<file path="src/rtl/rbht_pkg.sv">
// Shared constants, types and control bundles for the resizing bucket hash table.
package rbht_pkg;

	localparam int MAX_BUCKETS = 64;
	localparam int SLOTS       = 8;
	localparam int BKT_W       = $clog2(MAX_BUCKETS);
	localparam int SLOT_W      = $clog2(SLOTS);
	localparam int ADDR_W      = BKT_W + SLOT_W;
	localparam int DEPTH       = MAX_BUCKETS * SLOTS;
	localparam int FILL_W      = SLOT_W + 1;
	localparam int BT_W        = BKT_W + 1;
	localparam int CNT_W       = ADDR_W + 1;
	localparam int KEY_W       = 63;
	localparam int VAL_W       = 32;
	localparam int MOD_BITS    = 4;
	localparam int MOD_CYC     = (KEY_W + 1) / MOD_BITS;
	localparam int MOD_CNT_W   = $clog2(MOD_CYC);

	typedef enum logic [1:0] {
		OP_INSERT = 2'd0,
		OP_REMOVE = 2'd1,
		OP_GET    = 2'd2,
		OP_NOP    = 2'd3
	} op_t;

	typedef enum logic [1:0] {
		ST_DONE = 2'd0,
		ST_MISS = 2'd1,
		ST_FULL = 2'd2,
		ST_LOST = 2'd3
	} status_t;

	typedef enum logic [1:0] {
		WD_INPUT   = 2'd0,
		WD_STORE   = 2'd1,
		WD_SCRATCH = 2'd2
	} wdata_sel_t;

	typedef enum logic [4:0] {
		S_IDLE, S_DISPATCH, S_MOD_WAIT, S_FILL_RD, S_FILL_CHK, S_INS,
		S_GET_RD, S_GET_CMP, S_RM_RD, S_RM_CMP, S_RM_END,
		S_RB_INIT, S_RB_FRD, S_RB_FCHK, S_RB_ERD, S_RB_ECP, S_RB_SWAP,
		S_RB_SRD, S_RB_SMOD, S_RB_SWAIT, S_RB_SFRD, S_RB_SFCHK, S_RB_SINS,
		S_RB_END, S_DONE
	} state_t;

	typedef struct packed {
		logic [1:0]       op;
		logic [KEY_W-1:0] key;
		logic [VAL_W-1:0] value;
	} in_item_t;

	typedef struct packed {
		logic [1:0]       status;
		logic [VAL_W-1:0] found_value;
		logic [BT_W-1:0]  bucket_total;
	} out_item_t;

	typedef struct packed {
		logic       latch;
		logic       mod_start;
		logic       mod_src_scr;
		logic       set_b;
		logic       fa_sel_i;
		logic       cap_fill;
		logic       clr_j;
		logic       inc_j;
		logic       st_ra_i;
		logic       st_we;
		logic       st_wsel_w;
		wdata_sel_t st_dsel;
		logic       fill_we;
		logic       fill_wsel_w;
		logic       inc_items;
		logic       inc_w;
		logic       inc_rm;
		logic       rm_commit;
		logic       set_status;
		status_t    status_code;
		logic       set_found;
		logic       clr_i_n;
		logic       inc_i;
		logic       scr_we;
		logic       swap;
		logic       inc_k;
		logic       inc_lost;
		logic       rb_commit;
		logic       set_rebuilt;
		logic       set_rb_mode;
		logic       rb_grow_val;
		logic       finish;
	} cmd_t;

	typedef struct packed {
		op_t  op;
		logic mod_done;
		logic grow_need;
		logic grow_ok;
		logic rebuilt;
		logic fill_full;
		logic j_end;
		logic key_match;
		logic i_end;
		logic k_end;
		logic w_zero;
		logic rm_zero;
		logic bt_gt1;
		logic lost_nz;
		logic rb_grow;
	} flags_t;

endpackage

</file>
<file path="src/rtl/rbht_ctrl.sv">
// Controller state machine sequencing lookups, inserts, removals and rehashes.
module rbht_ctrl (
	input  logic             clk,
	input  logic             arst_n,
	input  logic             start,
	input  rbht_pkg::flags_t flags,
	output rbht_pkg::cmd_t   cmd,
	output logic             busy
);
	import rbht_pkg::*;

	state_t state_q, state_nxt;

	always_ff @(posedge clk or negedge arst_n) begin
		if (!arst_n) begin
			state_q <= S_IDLE;
		end else begin
			state_q <= state_nxt;
		end
	end

	always_comb begin
		cmd       = '0;
		state_nxt = state_q;
		case (state_q)
			S_IDLE: begin
				if (start) begin
					cmd.latch = 1'b1;
					state_nxt = S_DISPATCH;
				end
			end
			S_DISPATCH: begin
				if (flags.op == OP_NOP) begin
					state_nxt = S_DONE;
				end else begin
					cmd.mod_start = 1'b1;
					state_nxt     = S_MOD_WAIT;
				end
			end
			S_MOD_WAIT: begin
				if (flags.mod_done) begin
					cmd.set_b = 1'b1;
					state_nxt = S_FILL_RD;
				end
			end
			S_FILL_RD: begin
				cmd.clr_j = 1'b1;
				state_nxt = S_FILL_CHK;
			end
			S_FILL_CHK: begin
				cmd.cap_fill = 1'b1;
				case (flags.op)
					OP_INSERT: begin
						if (!flags.rebuilt && flags.grow_need && flags.grow_ok) begin
							cmd.set_rb_mode = 1'b1;
							cmd.rb_grow_val = 1'b1;
							state_nxt       = S_RB_INIT;
						end else begin
							state_nxt = S_INS;
						end
					end
					OP_REMOVE: state_nxt = S_RM_RD;
					OP_GET:    state_nxt = S_GET_RD;
					default:   state_nxt = S_DONE;
				endcase
			end
			S_INS: begin
				if (flags.fill_full) begin
					cmd.set_status  = 1'b1;
					cmd.status_code = ST_FULL;
				end else begin
					cmd.st_we     = 1'b1;
					cmd.st_dsel   = WD_INPUT;
					cmd.fill_we   = 1'b1;
					cmd.inc_items = 1'b1;
				end
				state_nxt = S_DONE;
			end
			S_GET_RD: begin
				if (flags.j_end) begin
					cmd.set_status  = 1'b1;
					cmd.status_code = ST_MISS;
					state_nxt       = S_DONE;
				end else begin
					state_nxt = S_GET_CMP;
				end
			end
			S_GET_CMP: begin
				if (flags.key_match) begin
					cmd.set_found = 1'b1;
					state_nxt     = S_DONE;
				end else begin
					cmd.inc_j = 1'b1;
					state_nxt = S_GET_RD;
				end
			end
			S_RM_RD: begin
				state_nxt = flags.j_end ? S_RM_END : S_RM_CMP;
			end
			S_RM_CMP: begin
				// Survivors are packed down toward the start of the bucket.
				if (flags.key_match) begin
					cmd.inc_rm = 1'b1;
				end else begin
					cmd.st_we     = 1'b1;
					cmd.st_wsel_w = 1'b1;
					cmd.st_dsel   = WD_STORE;
					cmd.inc_w     = 1'b1;
				end
				cmd.inc_j = 1'b1;
				state_nxt = S_RM_RD;
			end
			S_RM_END: begin
				cmd.fill_we     = 1'b1;
				cmd.fill_wsel_w = 1'b1;
				cmd.rm_commit   = 1'b1;
				if (flags.rm_zero) begin
					cmd.set_status  = 1'b1;
					cmd.status_code = ST_MISS;
				end
				if (flags.w_zero && flags.bt_gt1) begin
					cmd.set_rb_mode = 1'b1;
					cmd.rb_grow_val = 1'b0;
					state_nxt       = S_RB_INIT;
				end else begin
					state_nxt = S_DONE;
				end
			end
			S_RB_INIT: begin
				cmd.clr_i_n = 1'b1;
				state_nxt   = S_RB_FRD;
			end
			S_RB_FRD: begin
				cmd.fa_sel_i = 1'b1;
				state_nxt    = flags.i_end ? S_RB_SWAP : S_RB_FCHK;
			end
			S_RB_FCHK: begin
				cmd.fa_sel_i = 1'b1;
				cmd.cap_fill = 1'b1;
				cmd.clr_j    = 1'b1;
				state_nxt    = S_RB_ERD;
			end
			S_RB_ERD: begin
				cmd.st_ra_i = 1'b1;
				if (flags.j_end) begin
					cmd.inc_i = 1'b1;
					state_nxt = S_RB_FRD;
				end else begin
					state_nxt = S_RB_ECP;
				end
			end
			S_RB_ECP: begin
				cmd.scr_we = 1'b1;
				cmd.inc_j  = 1'b1;
				state_nxt  = S_RB_ERD;
			end
			S_RB_SWAP: begin
				cmd.swap  = 1'b1;
				state_nxt = S_RB_SRD;
			end
			S_RB_SRD: begin
				state_nxt = flags.k_end ? S_RB_END : S_RB_SMOD;
			end
			S_RB_SMOD: begin
				cmd.mod_start   = 1'b1;
				cmd.mod_src_scr = 1'b1;
				state_nxt       = S_RB_SWAIT;
			end
			S_RB_SWAIT: begin
				if (flags.mod_done) begin
					cmd.set_b = 1'b1;
					state_nxt = S_RB_SFRD;
				end
			end
			S_RB_SFRD: begin
				state_nxt = S_RB_SFCHK;
			end
			S_RB_SFCHK: begin
				cmd.cap_fill = 1'b1;
				state_nxt    = S_RB_SINS;
			end
			S_RB_SINS: begin
				if (flags.fill_full) begin
					cmd.inc_lost = 1'b1;
				end else begin
					cmd.st_we   = 1'b1;
					cmd.st_dsel = WD_SCRATCH;
					cmd.fill_we = 1'b1;
				end
				cmd.inc_k = 1'b1;
				state_nxt = S_RB_SRD;
			end
			S_RB_END: begin
				cmd.rb_commit = 1'b1;
				if (flags.rb_grow) begin
					// After growing, the insert looks up its new bucket again.
					cmd.set_rebuilt = 1'b1;
					cmd.mod_start   = 1'b1;
					state_nxt       = S_MOD_WAIT;
				end else begin
					if (flags.lost_nz) begin
						cmd.set_status  = 1'b1;
						cmd.status_code = ST_LOST;
					end
					state_nxt = S_DONE;
				end
			end
			S_DONE: begin
				cmd.finish = 1'b1;
				state_nxt  = S_IDLE;
			end
			default: state_nxt = S_IDLE;
		endcase
	end

	assign busy = state_q != S_IDLE;

endmodule

</file>
<file path="config.mk">
export PLATFORM = sky130hd
export DESIGN_NAME = rbht_ctrl
export DESIGN_NICKNAME = d
export VERILOG_FILES = /design/src/rtl/rbht_pkg.sv /design/src/rtl/rbht_ctrl.sv
export SDC_FILE = /design/constraint.sdc
export NUM_CORES = 1
export LEC_CHECK = 0
export BUFFER_PORTS_ARGS = -buffer_cell sky130_fd_sc_hd__buf_2
export CAP_MARGIN = 20
export CORE_ASPECT_RATIO = 1.75
export CORE_MARGIN = 3
export CORE_UTILIZATION = 46
export DETAILED_ROUTE_END_ITERATION = 8
export GPL_ROUTABILITY_DRIVEN = 0
export GPL_TIMING_DRIVEN = 1
export PLACE_DENSITY_LB_ADDON = 0.1
export SLEW_MARGIN = 0
export SYNTH_ARGS = -nofsm -noshare
export SYNTH_HDL_FRONTEND = slang
export SYNTH_SLANG_ARGS = --single-unit
</file>
<file path="constraint.sdc">
create_clock -name clk -period 1.6 [get_ports clk]
set_input_delay 0.08 -clock clk [delete_from_list [all_inputs] [get_ports clk]]
set_output_delay 0.08 -clock clk [all_outputs]
set_load 0.02 [all_outputs]
</file>
==> results of run 1 <==
report_power, final:
group          internal, mW  switching (mW)  leakage (nW)
logic                  1.26            1.52         0.894
clock network        0.0949          0.0621        0.0150
registers             0.197          0.0824        0.0549
total                  1.55            1.67         0.964
stage by stage:
step	TNS, ns	instances	instance area, um^2
final	-1.65	263	1930
after global routing	-2.96	263	1930
after CTS	-0.494	256	1750
after detailed placement	-0.0688	233	1410
after global placement	-0.0156	233	1410
after floorplan	0	156	1100
cells by family after synthesis:
group           after synthesis  synth area share, %
buf+inv                      21                 12.7
flops                         5                 11.5
xor+xnor                      1                 1.49
mux                           2                 1.84
simple gates                 87                 47.3
compound gates               40                 25.1
worst reg2reg max path: cells and delay by family (launching register included):
| kind | cells | cell delay, ns |
|---|---|---|
| AO/OA/AOI/OAI | 1 | 0.17 |
| AND/OR/NAND/NOR | 3 | 0.74 |
| flip-flops | 1 | 0.42 |
| buffers and inverters | 2 | 0.30 |
cell usage in the layout, fill, tap and decap left out, types with 2 or more instances in the layout:
master / Yosys / layout
o21ai_0: 8 / 7
and2_1: 4 / 3
a31oi_1: 6 / 5
nor2_2: 0 / 3
nor2_4: 0 / 2
nand2_2: 0 / 5
nor3_4: 0 / 2
o22ai_1: 2 / 2
inv_1: 5 / 3
nand2_1: 16 / 11
o211ai_1: 3 / 3
and3_1: 4 / 4
nand3_2: 0 / 2
nor3_1: 7 / 4
nor2b_1: 3 / 2
nand3_1: 5 / 3
buf_2: 3 / 35
nand2b_1: 7 / 3
dfrtp_2: 0 / 4
nand2b_4: 0 / 4
mux2i_1: 2 / 2
clkbuf_4: 0 / 3
a21o_1: 2 / 2
buf_6: 3 / 12
nor3_2: 3 / 4
buf_4: 9 / 45
nor2_1: 20 / 15
a31o_2: 2 / 2
a21oi_1: 7 / 5
routing by layer:
layer | track usage, % | routed length [um]
met3 | 2.84 | 458
met1 | 35.5 | 1790
met2 | 50.0 | 2590
met5 | 0 | 0
met4 | 16.6 | 261
worst min path at each step:
stage | start | slack (ns) | to
2_1_floorplan | arst_n | -0.22 | state_q[0]
3_3_place_gp | arst_n | -0.11 | state_q[1]
3_5_place_dp | arst_n | -0.10 | state_q[1]
4_1_cts | flags[14] | 0.16 | state_q[3]
5_1_grt | arst_n | 0.20 | state_q[4]
6_report | arst_n | 0.19 | state_q[4]
cell type report:
type                            count  area [um^2]  share of cell area [%]
Multi-Input combinational cell    130         1010                    52.3
Timing Repair Buffer               95          711                    36.9
Sequential cell                     5          130                    6.75
Tap cell                           24         30.0                    1.56
Clock buffer                        4         26.3                    1.36
Inverter                            5         21.3                    1.10
what timing repair did:
| item | CTS | global route |
|---|---|---|
| pin swaps | 8 | 8 |
| gates cloned | 1 | 0 |
| hold buffers | 1 | 0 |
| gates resized for setup | 43 | 31 |
| endpoints found under the setup margin | 22 | 29 |
| hold endpoints to repair | 5 | 0 |
| setup buffers | 17 | 7 |
==> reports/metrics.cfg, run 1 <==
[run_status]
status = finished with violations
failed_checks = setup timing

[pwr]
p_leak_nw = 0.964
power.density_nw_per_um2 = 1670
ir_drop_uv = 814
total_power_mw = 3.22

[synth]
synth_edf_count = 0
synth_area_leaders = dfrtp_1, nor2_1, buf_4, nand2_1, nand2b_1
postSynthRegisterBits = 5
syn-instance-count = 156
ys.flop_type = dfrtp_1
synth_nets = 175
synth_area_per_cell_um2 = 6.99
yosys_warnings = 0
ys_seq_area_share_pct = 11.5
yosysMostFrequentCell = nor2_1
synth_async_sr_flop_share_pct = 100
ys_types = 48
yosys.area.top_type = dfrtp_1
synth_top_area_share_pct = 11.5
syn-cell-area_um2 = 1090
synth_commonest_cells = nor2_1, nand2_1, buf_4

[route]
vias = 1655
wirelength_um = 5100
drt_iter0_markers = 101
first_pass_iters = 5
final_antenna_net_count = 0
avgViaCountPerCell = 6.29
avgRoutedWirePerCell_um = 19.4
drc = 0

[setup_path]
worst-setup-path-type = reg -> reg
rr_startpoint = state_q[2]
crit_top_cell = buf_4
max_stage_delay_ns = 0.42
rr_endpoint = state_q[4]
crit_path_max_fanout = 4
crit_required_ns = 1.70
critPathArrivalTime_ns = 1.87
start_kind = register
critPathBufInv = 2
critPathTopFamily = simple AND/OR/NAND/NOR gates
crit_path_start = state_q[2]
endpoint = state_q[4]
reg2reg_depth = 6
worstSetupPathDepth = 6
crit_path_end_kind = register
crit_path_top_delay_cell = dfrtp_2
worstPathCellList = buf_4 -> nor3b_4 -> buf_4 -> and4_4 -> nor4_2 -> o211ai_1
r2r_slack_ns = -0.17

[timing]
whs_ns = 0.188
relSlewSlack_pct = 76.1
rsz0062_at_grt = yes
finalClockSkew_ns = 0.00534
period_share_pct = 111
slew_viol_final = 0
fin_crit_ns = 1.77
setup_viol = 22
fmax_mhz = 564
layout_setup_ws_ns = -0.174
tightest_slew_ns = 0.356
hold_violations = 0

[floorplan]
die_h_um = 70.4
rows = 22
fp.dieArea_um2 = 3010
fp.dieW_um = 42.8
core_area_um2 = 2170
ios = 54
start_util_pct = 50.1

[layout]
synthToLayoutAreaGrowth_pct = 76.8
num-fill-cells = 108
fin_util_pct = 88.6
top_regs = state_q: 5 flops
largest_register = state_q
drive_gt1_share_pct = 61.9
final_net_count = 259
diodes = 0
largest_reg_flops = 5

[global_routing]
antenna_found_initial = 0
grt_max_degree = 19
grt_pass1_wl_um = 7170
grt_pass1_vias = 1549
grt_usage_pct = 29.8
overflow = 0

[clock_tree]
htree_levels = 1
cts_buffer_depth = 2
clock_latency_ns = 0.25
cts.reportedPaths.clkPinSlew_ns = 0.05
cts_root_buffer = clkbuf_4
numCtsBuffers = 3
clock_sinks = 5
cts_tree = built

[run]
maxCapViolCount = 0

[place]
dpl.hpwl_um = 2920
io_buffers = 53
pre_cts_ws_ns = -0.0619

[hold_path]
hold_path_class = in -> async

No activity file was read; power rests on OpenSTA's default activity.
==> run 2, diff against run 1 <==
RECOVER_POWER = 50   (was not set)
SLEW_MARGIN = 20   (was 0)
==> run 2 against run 1 <==
The flow still finishes with violations (setup timing). Non-clock buffer count unchanged. Clock-buffer cell count unchanged. Clock power down 3%. Setup slack better by 0.017 ns. First-iteration DRC count up 15%. Die area unchanged. Critical endpoint is now cmd[2]. Highest routed layer unchanged.
==> reports/metrics.cfg, run 2 (synthesis results as in run 1) <==
[timing]
totalNegativeSetupSlack_ns = -1.44  ; was -1.65 ns
rsz0062_at_grt = yes  ; unchanged
period_share_pct = 110  ; was 111%
fmax_mhz = 569  ; was 564 MHz
tightest_slew_ns = 0.342  ; was 0.356 ns
whs_ns = 0.212  ; was 0.188 ns
finalClockSkew_ns = 0.00642  ; was 0.00534 ns
relSlewSlack_pct = 77.0  ; was 76.1%
fin_crit_ns = 1.76  ; was 1.77 ns
layout_setup_ws_ns = -0.157  ; was -0.174 ns
setup_viol = 21  ; was 22
hold_violations = 0  ; unchanged
slew_viol_final = 0  ; unchanged

[clock_tree]
cts_tree = built  ; unchanged
cts_root_buffer = clkbuf_4  ; unchanged
numCtsBuffers = 3  ; unchanged
cts.reportedPaths.clkPinSlew_ns = 0.05  ; about the same
clock_latency_ns = 0.24  ; was 0.25 ns
cts_buffer_depth = 2  ; unchanged
clock_sinks = 5  ; unchanged
htree_levels = 1  ; unchanged

[global_routing]
grt_pass1_vias = 1549  ; unchanged
overflow = 0  ; unchanged
antenna_found_initial = 0  ; unchanged
grt_max_degree = 19  ; unchanged
grt_pass1_wl_um = 7170  ; unchanged
grt_usage_pct = 29.8  ; unchanged

[layout]
fin_cells = 263  ; unchanged
layout_commonest_cell = buf_4  ; unchanged
final_net_count = 259  ; unchanged
drive_gt1_share_pct = 60.7  ; was 61.9%
final_cell_area_um2 = 1920  ; was 1930 um^2
largest_reg_flops = 5  ; unchanged
diodes = 0  ; unchanged
top_regs = state_q: 5 flops  ; unchanged
largest_register = state_q  ; unchanged
final_cell_mix = buf_4, buf_2, nor2_1  ; unchanged
fin_util_pct = 88.4  ; was 88.6%
synthToLayoutAreaGrowth_pct = 76.5  ; was 76.8%

[floorplan]
start_util_pct = 50.1  ; unchanged
fp.dieArea_um2 = 3010  ; unchanged
die_h_um = 70.4  ; unchanged
rows = 22  ; unchanged
ios = 54  ; unchanged
core_area_um2 = 2170  ; unchanged
fp.dieW_um = 42.8  ; unchanged

[setup_path]
crit_path_start = state_q[3]  ; was state_q[2]
crit_path_end_kind = output port  ; was register
crit_path_max_fanout = 5  ; was 4
critPathArrivalTime_ns = 1.68  ; was 1.87 ns
start_kind = register  ; unchanged
worst-setup-path-type = reg -> out  ; was reg -> reg
rr_startpoint = state_q[2]  ; unchanged
critPathTopFamily = simple AND/OR/NAND/NOR gates  ; unchanged
max_stage_delay_ns = 0.44  ; was 0.42 ns
crit_required_ns = 1.52  ; was 1.70 ns
crit_path_top_delay_cell = dfrtp_2  ; unchanged
critPathBufInv = 1  ; was 2
worstPathCellList = and2b_1 -> and2b_2 -> and2_4 -> a31o_2 -> buf_6  ; was buf_4 -> nor3b_4 -> buf_4 -> and4_4 -> nor4_2 -> o211ai_1

[route]
vias = 1653  ; was 1,655
wirelength_um = 5030  ; was 5100 um
avgViaCountPerCell = 6.29  ; about the same
drt_iter0_markers = 116  ; was 101
avgRoutedWirePerCell_um = 19.1  ; was 19.4 um
first_pass_iters = 5  ; unchanged
drc = 0  ; unchanged
final_antenna_net_count = 0  ; unchanged

[place]
place_area_um2 = 1410  ; unchanged
dp.cells = 233  ; unchanged
io_buffers = 53  ; unchanged
dpl.hpwl_um = 2920  ; unchanged
pre_cts_ws_ns = -0.0619  ; unchanged

[pwr]
p_leak_nw = 0.950  ; was 0.964 nW
ir_drop_uv = 809  ; was 814 uV
power.density_nw_per_um2 = 1660  ; was 1670 nW/um^2
total_power_mw = 3.20  ; was 3.22 mW

[hold_path]
hold_path_class = in -> reg  ; was in -> async
worstHoldStart = flags[14]

[run_status]
failed_checks = setup timing  ; unchanged
status = finished with violations  ; unchanged

[run]
maxCapViolCount = 0  ; unchanged

[run 2: what timing repair did]
| item | in CTS | in global routing |
|---|---|---|
| gates cloned | 1 | 0 |
| buffers inserted | 17 | 7 |
| endpoints found under the setup margin | 22 | 29 |
| pin swaps | 8 | 8 |
| gates resized for setup | 43 | 31 |
| hold endpoints to repair | 5 | 0 |
| hold buffers | 1 | 0 |
[run 2: worst register-to-register path, cell delays in order, from the launching register on]
cell	delay (ns)
dfrtp_2	0.42
buf_4	0.16
nor3b_4	0.17
buf_4	0.14
and4_4	0.18
nor4_2	0.38
o211ai_1	0.17
[run 2: final timing paths]
path,to,slack (ns),cells past startpoint
min in group asynchronous,state_q[4],0.24,2
worst min-delay path,state_q[3],0.21,3
worst max register to register,state_q[4],-0.16,6
worst max-delay path,cmd[2],-0.16,5
max in group asynchronous,state_q[1],1.09,2
worst min register to register,state_q[4],0.70,2
[run 2: routing by layer]
metal	part of all wire [%]	track usage [%]	wire length, um
met2	51	50.0	2560
met3	9.1	2.84	457
met1	35	35.5	1740
met5	0	0	0
met4	5.5	16.6	278
[run 2: where the power goes]
part	internal [mW]	switching, mW
Sequential	0.197	0.0816
Combinational	1.26	1.51
Clock	0.0946	0.0574
[run 2: final cells by class]
| type | count | area [um^2] |
|---|---|---|
| well taps | 24 | 30.0 |
| fillers | 110 | 251 |
| multi-input cells | 130 | 1010 |
| repair buffers | 95 | 707 |
| inverters | 5 | 21.3 |
| clock buffers | 4 | 26.3 |
| flip-flops and latches | 5 | 130 |
